### config.mk
export PLATFORM = sky130hd
export DESIGN_NAME = mesh_route_table_generator
export DESIGN_NICKNAME = d
export VERILOG_FILES = /design/src/rtl/mrtg_pkg.sv /design/src/rtl/mrtg_cfg.sv /design/src/rtl/mrtg_front.sv /design/src/rtl/mrtg_fifo.sv /design/src/rtl/mrtg_back.sv /design/src/rtl/mesh_route_table_generator.sv
export SDC_FILE = /design/constraint.sdc
export NUM_CORES = 1
export LEC_CHECK = 0
export ABC_CLOCK_PERIOD_IN_PS = 8600
export BUFFER_PORTS_ARGS = -buffer_cell sky130_fd_sc_hd__buf_4
export CAP_MARGIN = 20
export CORE_AREA = 5 5 127 159
export DETAILED_ROUTE_END_ITERATION = 12
export DIE_AREA = 0 0 132 164
export MAX_ROUTING_LAYER = met4
export PLACE_DENSITY_LB_ADDON = 0.3
export SLEW_MARGIN = 25
export SYNTH_ARGS = -nofsm -noshare
export SYNTH_HDL_FRONTEND = slang
export SYNTH_SLANG_ARGS = --single-unit
### constraint.sdc
create_clock -name clk -period 8.6 [get_ports clk]
set_clock_uncertainty 0.05 [all_clocks]
set_input_delay 1.72 -clock clk [delete_from_list [all_inputs] [get_ports clk]]
set_output_delay 1.72 -clock clk [all_outputs]
set_load 0.005 [all_outputs]
### src/rtl/mrtg_pkg.sv
// Shared types, constants and route functions of the mesh route table generator.
package mrtg_pkg;

  localparam int NODE_COUNT = 64;
  localparam int NBYTES     = (NODE_COUNT + 3) / 4;
  localparam int BW         = (NBYTES > 1) ? $clog2(NBYTES) : 1;
  localparam int DW         = BW + 2;
  localparam int CMPW       = 9;
  localparam int SRC_W      = 6;
  localparam int CNT_W      = 3;
  localparam int REG_W      = 7;
  localparam int ADDR_W     = 4;
  localparam int DATA_W     = 32;
  localparam int FIFO_DEPTH = 2;
  localparam int FPTR_W     = $clog2(FIFO_DEPTH);
  localparam int FCNT_W     = $clog2(FIFO_DEPTH + 1);

  localparam logic [1:0] REG_MESH_COLS      = 2'd0;
  localparam logic [1:0] REG_MESH_ROWS      = 2'd1;
  localparam logic [1:0] REG_SINGLE_MEM_ROW = 2'd2;

  typedef enum logic [1:0] {
    ROUTE_NORTH = 2'd0,
    ROUTE_EAST  = 2'd1,
    ROUTE_SOUTH = 2'd2,
    ROUTE_WEST  = 2'd3
  } route_t;

  typedef enum logic [2:0] {
    FS_IDLE = 3'b001,
    FS_DIV  = 3'b010,
    FS_PUSH = 3'b100
  } front_state_t;

  // Effective mesh shape: zero columns or rows already read as one.
  typedef struct packed {
    logic [REG_W-1:0] cols;
    logic [REG_W-1:0] rows;
    logic             single_mem_row;
  } cfg_t;

  // Source position after classification, as queued for the back end.
  typedef struct packed {
    logic [SRC_W-1:0] s_col;
    logic [SRC_W-1:0] s_row;
    logic             ew_ok;
  } route_info_t;

  typedef struct packed {
    logic [REG_W-1:0] col;
    logic [DW-1:0]    row;
  } pos_t;

  // Advance a destination position by one node in row-major order.
  function automatic pos_t next_pos(pos_t p, logic [REG_W-1:0] cols);
    pos_t             n;
    logic [REG_W-1:0] col_inc;
    col_inc = REG_W'(p.col + 1'b1);
    if (col_inc == cols) begin
      n.col = '0;
      n.row = DW'(p.row + 1'b1);
    end else begin
      n.col = col_inc;
      n.row = p.row;
    end
    return n;
  endfunction

  function automatic route_t pick_route(route_info_t s, pos_t d);
    logic [REG_W-1:0] s_col_x;
    route_t           r;
    s_col_x = REG_W'(s.s_col);
    if (s.ew_ok && (d.col < s_col_x)) begin
      r = ROUTE_WEST;
    end else if (s.ew_ok && (d.col > s_col_x)) begin
      r = ROUTE_EAST;
    end else if (CMPW'(d.row) > CMPW'(s.s_row)) begin
      r = ROUTE_SOUTH;
    end else begin
      r = ROUTE_NORTH;
    end
    return r;
  endfunction

endpackage

### src/rtl/mrtg_cfg.sv
// APB register file holding the mesh shape.
module mrtg_cfg (
  input  logic                         clk,
  input  logic                         rst_n,
  input  logic                         psel,
  input  logic                         penable,
  input  logic                         pwrite,
  input  logic [mrtg_pkg::ADDR_W-1:0]  paddr,
  input  logic [mrtg_pkg::DATA_W-1:0]  pwdata,
  output logic [mrtg_pkg::DATA_W-1:0]  prdata,
  output logic                         pready,
  output mrtg_pkg::cfg_t               cfg
);

  logic [mrtg_pkg::REG_W-1:0] cols_r, cols_nxt;
  logic [mrtg_pkg::REG_W-1:0] rows_r, rows_nxt;
  logic                       smr_r, smr_nxt;
  logic                       wr_en;
  logic [1:0]                 reg_idx;

  assign pready  = 1'b1;
  assign wr_en   = psel & penable & pwrite;
  assign reg_idx = paddr[3:2];

  always_comb begin
    cols_nxt = cols_r;
    rows_nxt = rows_r;
    smr_nxt  = smr_r;
    if (wr_en) begin
      unique case (reg_idx)
        mrtg_pkg::REG_MESH_COLS:      cols_nxt = pwdata[mrtg_pkg::REG_W-1:0];
        mrtg_pkg::REG_MESH_ROWS:      rows_nxt = pwdata[mrtg_pkg::REG_W-1:0];
        mrtg_pkg::REG_SINGLE_MEM_ROW: smr_nxt  = pwdata[0];
        default: ;
      endcase
    end
  end

  always_comb begin
    unique case (reg_idx)
      mrtg_pkg::REG_MESH_COLS:      prdata = mrtg_pkg::DATA_W'(cols_r);
      mrtg_pkg::REG_MESH_ROWS:      prdata = mrtg_pkg::DATA_W'(rows_r);
      mrtg_pkg::REG_SINGLE_MEM_ROW: prdata = mrtg_pkg::DATA_W'(smr_r);
      default:                      prdata = '0;
    endcase
  end

  always_ff @(posedge clk) begin
    if (!rst_n) begin
      cols_r <= mrtg_pkg::REG_W'(8);
      rows_r <= mrtg_pkg::REG_W'(8);
      smr_r  <= 1'b0;
    end else begin
      cols_r <= cols_nxt;
      rows_r <= rows_nxt;
      smr_r  <= smr_nxt;
    end
  end

  assign cfg.cols           = (cols_r == '0) ? mrtg_pkg::REG_W'(1) : cols_r;
  assign cfg.rows           = (rows_r == '0) ? mrtg_pkg::REG_W'(1) : rows_r;
  assign cfg.single_mem_row = smr_r;

endmodule

### src/rtl/mrtg_front.sv
// Front end: accepts a source node and splits it into row and column.
module mrtg_front (
  input  logic                        clk,
  input  logic                        rst_n,
  input  mrtg_pkg::cfg_t              cfg,
  input  logic                        in_valid,
  output logic                        in_ready,
  input  logic [mrtg_pkg::SRC_W-1:0]  in_source_node,
  output logic                        push,
  output mrtg_pkg::route_info_t       push_data,
  input  logic                        fifo_full
);

  mrtg_pkg::front_state_t state_r, state_nxt;
  logic [mrtg_pkg::SRC_W-1:0] s_r, s_nxt;
  logic [mrtg_pkg::SRC_W-1:0] q_r, q_nxt;
  logic [mrtg_pkg::REG_W-1:0] rem_r, rem_nxt;
  logic [mrtg_pkg::CNT_W-1:0] cnt_r, cnt_nxt;
  logic [mrtg_pkg::REG_W:0]   trial;
  logic                       ge;
  logic [mrtg_pkg::REG_W-1:0] rem_step;
  logic                       accept;

  // One restoring-division step per cycle: node / cols and node % cols.
  assign trial    = {rem_r, s_r[mrtg_pkg::SRC_W-1]};
  assign ge       = trial >= {1'b0, cfg.cols};
  assign rem_step = ge ? mrtg_pkg::REG_W'(trial - {1'b0, cfg.cols})
                       : trial[mrtg_pkg::REG_W-1:0];

  assign push     = (state_r == mrtg_pkg::FS_PUSH) && !fifo_full;
  assign in_ready = (state_r == mrtg_pkg::FS_IDLE) || push;
  assign accept   = in_valid && in_ready;

  assign push_data.s_col = rem_r[mrtg_pkg::SRC_W-1:0];
  assign push_data.s_row = q_r;
  assign push_data.ew_ok = (q_r != '0) &&
                           ((mrtg_pkg::REG_W'(q_r) != mrtg_pkg::REG_W'(cfg.rows - 1'b1)) ||
                            cfg.single_mem_row);

  always_comb begin
    state_nxt = state_r;
    s_nxt     = s_r;
    q_nxt     = q_r;
    rem_nxt   = rem_r;
    cnt_nxt   = cnt_r;
    unique case (state_r)
      mrtg_pkg::FS_IDLE: ;
      mrtg_pkg::FS_DIV: begin
        s_nxt   = {s_r[mrtg_pkg::SRC_W-2:0], 1'b0};
        q_nxt   = {q_r[mrtg_pkg::SRC_W-2:0], ge};
        rem_nxt = rem_step;
        cnt_nxt = mrtg_pkg::CNT_W'(cnt_r + 1'b1);
        if (cnt_r == mrtg_pkg::CNT_W'(mrtg_pkg::SRC_W - 1)) begin
          state_nxt = mrtg_pkg::FS_PUSH;
        end
      end
      mrtg_pkg::FS_PUSH: begin
        if (push) begin
          state_nxt = mrtg_pkg::FS_IDLE;
        end
      end
      default: state_nxt = mrtg_pkg::FS_IDLE;
    endcase
    if (accept) begin
      state_nxt = mrtg_pkg::FS_DIV;
      s_nxt     = in_source_node;
      q_nxt     = '0;
      rem_nxt   = '0;
      cnt_nxt   = '0;
    end
  end

  always_ff @(posedge clk) begin
    if (!rst_n) begin
      state_r <= mrtg_pkg::FS_IDLE;
      cnt_r   <= '0;
    end else begin
      state_r <= state_nxt;
      cnt_r   <= cnt_nxt;
    end
  end

  always_ff @(posedge clk) begin
    s_r   <= s_nxt;
    q_r   <= q_nxt;
    rem_r <= rem_nxt;
  end

endmodule

### src/rtl/mrtg_fifo.sv
// Two-entry queue of classified sources between front and back end.
module mrtg_fifo (
  input  logic                  clk,
  input  logic                  rst_n,
  input  logic                  push,
  input  mrtg_pkg::route_info_t push_data,
  output logic                  full,
  input  logic                  pop,
  output logic                  valid,
  output mrtg_pkg::route_info_t pop_data
);

  mrtg_pkg::route_info_t          mem_r [mrtg_pkg::FIFO_DEPTH];
  logic [mrtg_pkg::FPTR_W-1:0]    wr_ptr_r, rd_ptr_r;
  logic [mrtg_pkg::FCNT_W-1:0]    cnt_r, cnt_nxt;

  assign full     = cnt_r == mrtg_pkg::FCNT_W'(mrtg_pkg::FIFO_DEPTH);
  assign valid    = cnt_r != '0;
  assign pop_data = mem_r[rd_ptr_r];

  always_comb begin
    cnt_nxt = cnt_r;
    priority if (push && !pop) begin
      cnt_nxt = mrtg_pkg::FCNT_W'(cnt_r + 1'b1);
    end else if (pop && !push) begin
      cnt_nxt = mrtg_pkg::FCNT_W'(cnt_r - 1'b1);
    end
  end

  always_ff @(posedge clk) begin
    if (!rst_n) begin
      wr_ptr_r <= '0;
      rd_ptr_r <= '0;
      cnt_r    <= '0;
    end else begin
      cnt_r <= cnt_nxt;
      if (push) begin
        wr_ptr_r <= mrtg_pkg::FPTR_W'(wr_ptr_r + 1'b1);
      end
      if (pop) begin
        rd_ptr_r <= mrtg_pkg::FPTR_W'(rd_ptr_r + 1'b1);
      end
    end
  end

  always_ff @(posedge clk) begin
    if (push) begin
      mem_r[wr_ptr_r] <= push_data;
    end
  end

endmodule

### src/rtl/mrtg_back.sv
// Back end: walks the destinations four a cycle unless the output stalls, and emits packed route bytes.
module mrtg_back (
  input  logic                  clk,
  input  logic                  rst_n,
  input  mrtg_pkg::cfg_t        cfg,
  input  logic                  fifo_valid,
  input  mrtg_pkg::route_info_t fifo_data,
  output logic                  pop,
  output logic                  out_valid,
  input  logic                  out_ready,
  output logic [7:0]            out_route_byte,
  output logic                  out_last_byte
);

  logic                       active_r, active_nxt;
  mrtg_pkg::route_info_t      info_r;
  logic [mrtg_pkg::BW-1:0]    b_r;
  mrtg_pkg::pos_t             pos_r;
  logic                       ov_r, ov_nxt;
  logic [7:0]                 byte_r;
  logic                       last_r;
  mrtg_pkg::pos_t             pos [5];
  logic [7:0]                 byte_c;
  logic                       last_c;
  logic                       step_en;
  logic                       finishing;
  logic [mrtg_pkg::DW-1:0]    dest;

  // Four destinations in a chain; the fifth position starts the next byte.
  always_comb begin
    pos[0] = pos_r;
    byte_c = '0;
    dest   = '0;
    for (int k = 0; k < 4; k++) begin
      pos[k+1] = mrtg_pkg::next_pos(pos[k], cfg.cols);
      dest     = {b_r, 2'(k)};
      if (int'(dest) < mrtg_pkg::NODE_COUNT) begin
        byte_c[2*k +: 2] = 2'(mrtg_pkg::pick_route(info_r, pos[k]));
      end
    end
  end

  assign last_c     = b_r == mrtg_pkg::BW'(mrtg_pkg::NBYTES - 1);
  assign step_en    = active_r && (!ov_r || out_ready);
  assign finishing  = step_en && last_c;
  assign pop        = fifo_valid && (!active_r || finishing);

  always_comb begin
    active_nxt = active_r;
    if (pop) begin
      active_nxt = 1'b1;
    end else if (finishing) begin
      active_nxt = 1'b0;
    end
    ov_nxt = ov_r;
    if (step_en) begin
      ov_nxt = 1'b1;
    end else if (out_ready) begin
      ov_nxt = 1'b0;
    end
  end

  always_ff @(posedge clk) begin
    if (!rst_n) begin
      active_r <= 1'b0;
      ov_r     <= 1'b0;
    end else begin
      active_r <= active_nxt;
      ov_r     <= ov_nxt;
    end
  end

  always_ff @(posedge clk) begin
    if (step_en) begin
      byte_r <= byte_c;
      last_r <= last_c;
    end
    if (pop) begin
      info_r <= fifo_data;
      b_r    <= '0;
      pos_r  <= '0;
    end else if (step_en) begin
      b_r   <= mrtg_pkg::BW'(b_r + 1'b1);
      pos_r <= pos[4];
    end
  end

  assign out_valid      = ov_r;
  assign out_route_byte = byte_r;
  assign out_last_byte  = last_r;

endmodule

### src/rtl/mesh_route_table_generator.sv
// Top level of the mesh route table generator.
//
// Each request on the input channel names a source node; the block answers
// with that node's XY next-hop table, NODE_COUNT/4 bytes of four 2-bit routes
// each (16 bytes at 64 nodes), the lowest destination in the low bits, and
// out_last_byte set on the final byte.
// The front end splits the node into row and column with a restoring divider,
// one quotient bit per cycle, then hands it to a two-entry queue.
// The back end pops the queue and produces one byte per cycle unless the
// receiver stalls, and tables follow back to back with no gap.
// A stalled receiver holds the current byte in the output register; the back
// end waits, the queue fills, and then in_ready drops.
// Mesh shape sits in APB registers (cols at 0x0, rows at 0x4, single memory
// row at 0x8); write them only while the block is idle.
// Reset (rst_n low, synchronous) empties the pipeline and restores an 8x8
// mesh with two memory-controller rows.
module mesh_route_table_generator (
  input  logic                        clk,
  input  logic                        rst_n,
  input  logic                        in_valid,
  output logic                        in_ready,
  input  logic [mrtg_pkg::SRC_W-1:0]  in_source_node,
  output logic                        out_valid,
  input  logic                        out_ready,
  output logic [7:0]                  out_route_byte,
  output logic                        out_last_byte,
  input  logic                        psel,
  input  logic                        penable,
  input  logic                        pwrite,
  input  logic [mrtg_pkg::ADDR_W-1:0] paddr,
  input  logic [mrtg_pkg::DATA_W-1:0] pwdata,
  output logic [mrtg_pkg::DATA_W-1:0] prdata,
  output logic                        pready
);

  mrtg_pkg::cfg_t        cfg;
  logic                  push;
  mrtg_pkg::route_info_t push_data;
  logic                  fifo_full;
  logic                  pop;
  logic                  fifo_valid;
  mrtg_pkg::route_info_t pop_data;

  mrtg_cfg u_cfg (
    .clk     (clk),
    .rst_n   (rst_n),
    .psel    (psel),
    .penable (penable),
    .pwrite  (pwrite),
    .paddr   (paddr),
    .pwdata  (pwdata),
    .prdata  (prdata),
    .pready  (pready),
    .cfg     (cfg)
  );

  mrtg_front u_front (
    .clk            (clk),
    .rst_n          (rst_n),
    .cfg            (cfg),
    .in_valid       (in_valid),
    .in_ready       (in_ready),
    .in_source_node (in_source_node),
    .push           (push),
    .push_data      (push_data),
    .fifo_full      (fifo_full)
  );

  mrtg_fifo u_fifo (
    .clk       (clk),
    .rst_n     (rst_n),
    .push      (push),
    .push_data (push_data),
    .full      (fifo_full),
    .pop       (pop),
    .valid     (fifo_valid),
    .pop_data  (pop_data)
  );

  mrtg_back u_back (
    .clk            (clk),
    .rst_n          (rst_n),
    .cfg            (cfg),
    .fifo_valid     (fifo_valid),
    .fifo_data      (pop_data),
    .pop            (pop),
    .out_valid      (out_valid),
    .out_ready      (out_ready),
    .out_route_byte (out_route_byte),
    .out_last_byte  (out_last_byte)
  );

endmodule

==> results.txt <==
The total detailed-routing wirelength is 21,700 µm, and the number of gates resized after cts is 0. The number of hold buffers added after CTS was 0. The simple-gate portion of the synthesized area is 0.213.

For the final core utilization, the log shows 0.497. For this design, the slowest cell found on the critical path is dfxtp_1. By count the netlist is led by 85 x nand2_1, 70 x nor2_1, 60 x ha_1. The max-slew violation count was 0; the final net count was 1,085. The run gives 0 as the initial antenna violation count.

The total track usage is 0.205, and the detail-routed via count per cell is 5.87. The core area was 18,600 µm². Most common flop cell mapped by yosys: dfxtp_1. After detailed routing, the wire length on met1 is 9130 µm. The compound-cell area share of the yosys netlist works out to 0.170. The sequential area share after synthesis was 0.326; the total grt overflow was 0. The synthesized design spends more area on one cell type than any other, namely edfxtp_1. The worst hold path belongs to the class reg2reg. The mux cell area share after synthesis was 0.0536. The worst setup path is launched from a flip-flop. After floorplanning, the core was divided into 56 placement rows.

Number of levels in the clock H-tree: 3. The tools report the remaining max-slew budget at the tightest pin as 0.357. The final cycle utilization of the critical path was 0.922. Data on the critical path arrives at its endpoint at 7.97 ns. The fraction of layout cells with a size suffix above 1 was 0.124. The minimum clock period was 7.92 ns; the global-route wire length before repair was 34,800 µm. At the pin with the least slew margin, the transition time is 0.963 ns.

Highest routing layer actually used: met4. The setup TNS was 0 ns. The later pin in the worst-skew pair is clocked with a latency of 0.36 ns. Worst setup path category: reg2reg. TritonCTS built the clock tree. Setup repair after global routing left no endpoint under its margin. The count of antenna-violating nets left after detailed routing was 0.

93 I/O pins were placed. The run gives 6,632 as the number of global-route vias before repair. Dividing the synthesized area by the synthesized cell count gives 8.89 µm². The die is 164 µm tall.

Wire segments on met2 add up to 10,600 µm in the final route. The number of clock buffers added by TritonCTS is 9. In the synthesized netlist, the number of instances is 953. The top fanout value on the critical path works out to 15.

The share of the synthesized area in the top cell type is 0.191, and the number of max-cap violations is 0. For this design the static power due to leakage is 3.71 nW. The logs give 21,600 µm² for the die area and 5 for the iteration count of the initial detailed-routing pass. Detailed placement finished with a half-perimeter wire length of 16,600 µm.

The longest clock path from root to sink contains 2 buffers. In this run, synthesis inferred 54 flip-flops with an integrated enable. After synthesis, the largest family of logic cells by area is simple AND/OR/NAND/NOR gates. The type of destination of the critical path is a flip-flop. Detailed routing placed a total of 1000 µm of wire on met3. The parity-gate share of the synthesized area counting xor and xnor cells is 0.0804, and the number of input and output port buffers inserted is 39. By area the synthesized netlist is led by edfxtp_1 19%, dfxtp_1 13%, ha_1 8.9%. STA puts the critical path data required time at 8.64 ns. The run gives 8470 µm² as the synthesized area.

The congestion estimate from routability-driven global placement came to 0.969. In the final routed layout, each cell accounts on average for 17.9 µm. For this run, design rule violations remaining after detail routing come to 0. Timing would allow up to 126 MHz. The fraction of the mapped netlist area in adder cells came out at 0.0910. The most prevalent standard cell on the critical path was ha_1.

For this run, the slowest stage of the critical path takes 0.73 ns. Counting every sink on the clock net gives 111. The starting density of the core was 0.456. Among all cell types in the netlist, the one instantiated most often is nand2_1. Compared with the post-synthesis result, the final layout area differs by 8.91%.

The number of antenna diodes in the final layout is 0. The chip width came out at 132 µm. Root cell of the clock tree: clkbuf_16.

The number of synthesized register bits is 111. The tools report the maximum number of pins on one net before global-route repair as 29. For this block, the initial DRC count from the detailed router was 584. For this design the ratio of total power to cell area is 263 nW/µm². For this run, the number of Yosys warnings is 0.

The clock-pin slew reported for the worst setup and hold paths after clock tree synthesis came out at 0.08 ns. The number of distinct standard cells referenced by the synthesized netlist is 95. The async set-reset flop share out of synthesis was 0. Summing over every cut layer, the via total after detailed routing is 7,113. Setup violations remaining at the end of the flow were counted as 0. The number of buffers added for setup after CTS was 0. The number of hold violations in the final report is 0. The flow ran to the end, and the final reports show no timing, DRC or antenna violations. Across the VDD grid, the largest voltage drop is 0.128 mV.
-- sequential cells by signal, indices dropped and copies added, names as in the netlist --
name and cells:
u_cfg.smr_r 1, u_fifo.wr_ptr_r 1, u_cfg.rows_r 7, u_back.info_r 13
u_back.out_valid 1, u_front.q_r 6, u_front.rem_r 7, u_front.state_r 3
u_front.cnt_r 3, u_fifo.rd_ptr_r 1, u_fifo.cnt_r 2, u_back.out_route_byte 8
u_back.active_r 1, u_front.s_r 6, u_back.pos 13, u_fifo.mem_r 26
u_cfg.cols_r 7, u_back.out_last_byte 1, u_back.b_r 4
-- worst paths after layout --
kind / from / to / slack, ns / cells past startpoint
worst max register to register: u_back.pos[61]$_SDFFE_PP0P_ / u_back.out_route_byte[7]$_SDFFCE_PP1P_ / 0.68 / 30
worst max-delay path: u_back.pos[61]$_SDFFE_PP0P_ / u_back.out_route_byte[7]$_SDFFCE_PP1P_ / 0.68 / 30
worst min register to register: u_front.rem_r[6]$_SDFFE_PP0P_ / u_front.rem_r[6]$_SDFFE_PP0P_ / 0.42 / 2
worst min-delay path: u_front.rem_r[6]$_SDFFE_PP0P_ / u_front.rem_r[6]$_SDFFE_PP0P_ / 0.42 / 2
-- placed cells by master, fill, tap and decap left out, types with 9 or more instances in the layout --
cell and instances:
nand2_1 85, nor2_1 70, ha_1 60, buf_4 60, dfxtp_1 57, edfxtp_1 54, a21oi_1 46, o21ai_0 42
xnor2_1 40, inv_1 36, nor2b_1 31, nand3_1 31, xor2_1 27, conb_1 26, nor3_1 24, mux2i_1 24
nand4_1 20, mux2_2 19, nand2b_1 17, and2_1 15, o22ai_1 10, a31oi_1 10, o21a_1 10, and3_1 9
clkbuf_16 9
-- routing by layer --
metal | global-route usage | vias up
met5 | - | -
li1 | - | 3478
met4 | 0.0959 | 0
met3 | 0.0245 | 56
met1 | 0.247 | 3372
met2 | 0.345 | 207
-- power breakdown --
part / switching (mW) / total, mW / internal, mW / leakage [nW]
clock network: 0.206 / 0.439 / 0.233 / 0.155
logic: 0.742 / 1.24 / 0.493 / 2.59
registers: 0.0988 / 0.753 / 0.654 / 0.964
-- layout make-up --
| type | count | area (µm²) |
|---|---|---|
| Fill cell | 1776 | 9340 |
| Clock buffer | 9 | 225 |
| Multi-Input combinational cell | 755 | 5270 |
| Timing Repair Buffer | 60 | 450 |
| Sequential cell | 111 | 2760 |
| Tap cell | 232 | 290 |
| Clock inverter | 7 | 88.8 |
| Inverter | 38 | 143 |
-- cell families after synthesis --
group                    count (synthesis)
flip-flops                             111
XOR/XNOR                                72
AND/OR/NAND/NOR                        346
multiplexers                            43
buffers and inverters                  111
other                                    2
AO/OA/AOI/OAI                          207
adder cells (fa/ha/maj)                 61
-- stage by stage --
step	hold WS, ns	area (µm²)	instances	setup WS, ns	power, mW
2_1_floorplan	0.376	8560	977	0.527	1.66
3_3_place_gp	0.390	8900	1196	0.810	1.96
3_5_place_dp	0.403	8900	1196	0.781	1.98
4_1_cts	0.422	9220	1212	0.741	2.43
5_1_grt	0.455	9230	1212	0.119	2.61
6_report	0.415	9230	1212	0.675	2.43
-- critical path, delay by kind of cell, from the launching register on --
family,cells,cell delay [ns]
XOR/XNOR,2,0.47
AND/OR/NAND/NOR,14,3.27
AO/OA/AOI/OAI,11,2.34
adder cells (fa/ha/maj),3,0.81
flip-flops,1,0.73
(Power assumes the default switching activity.)
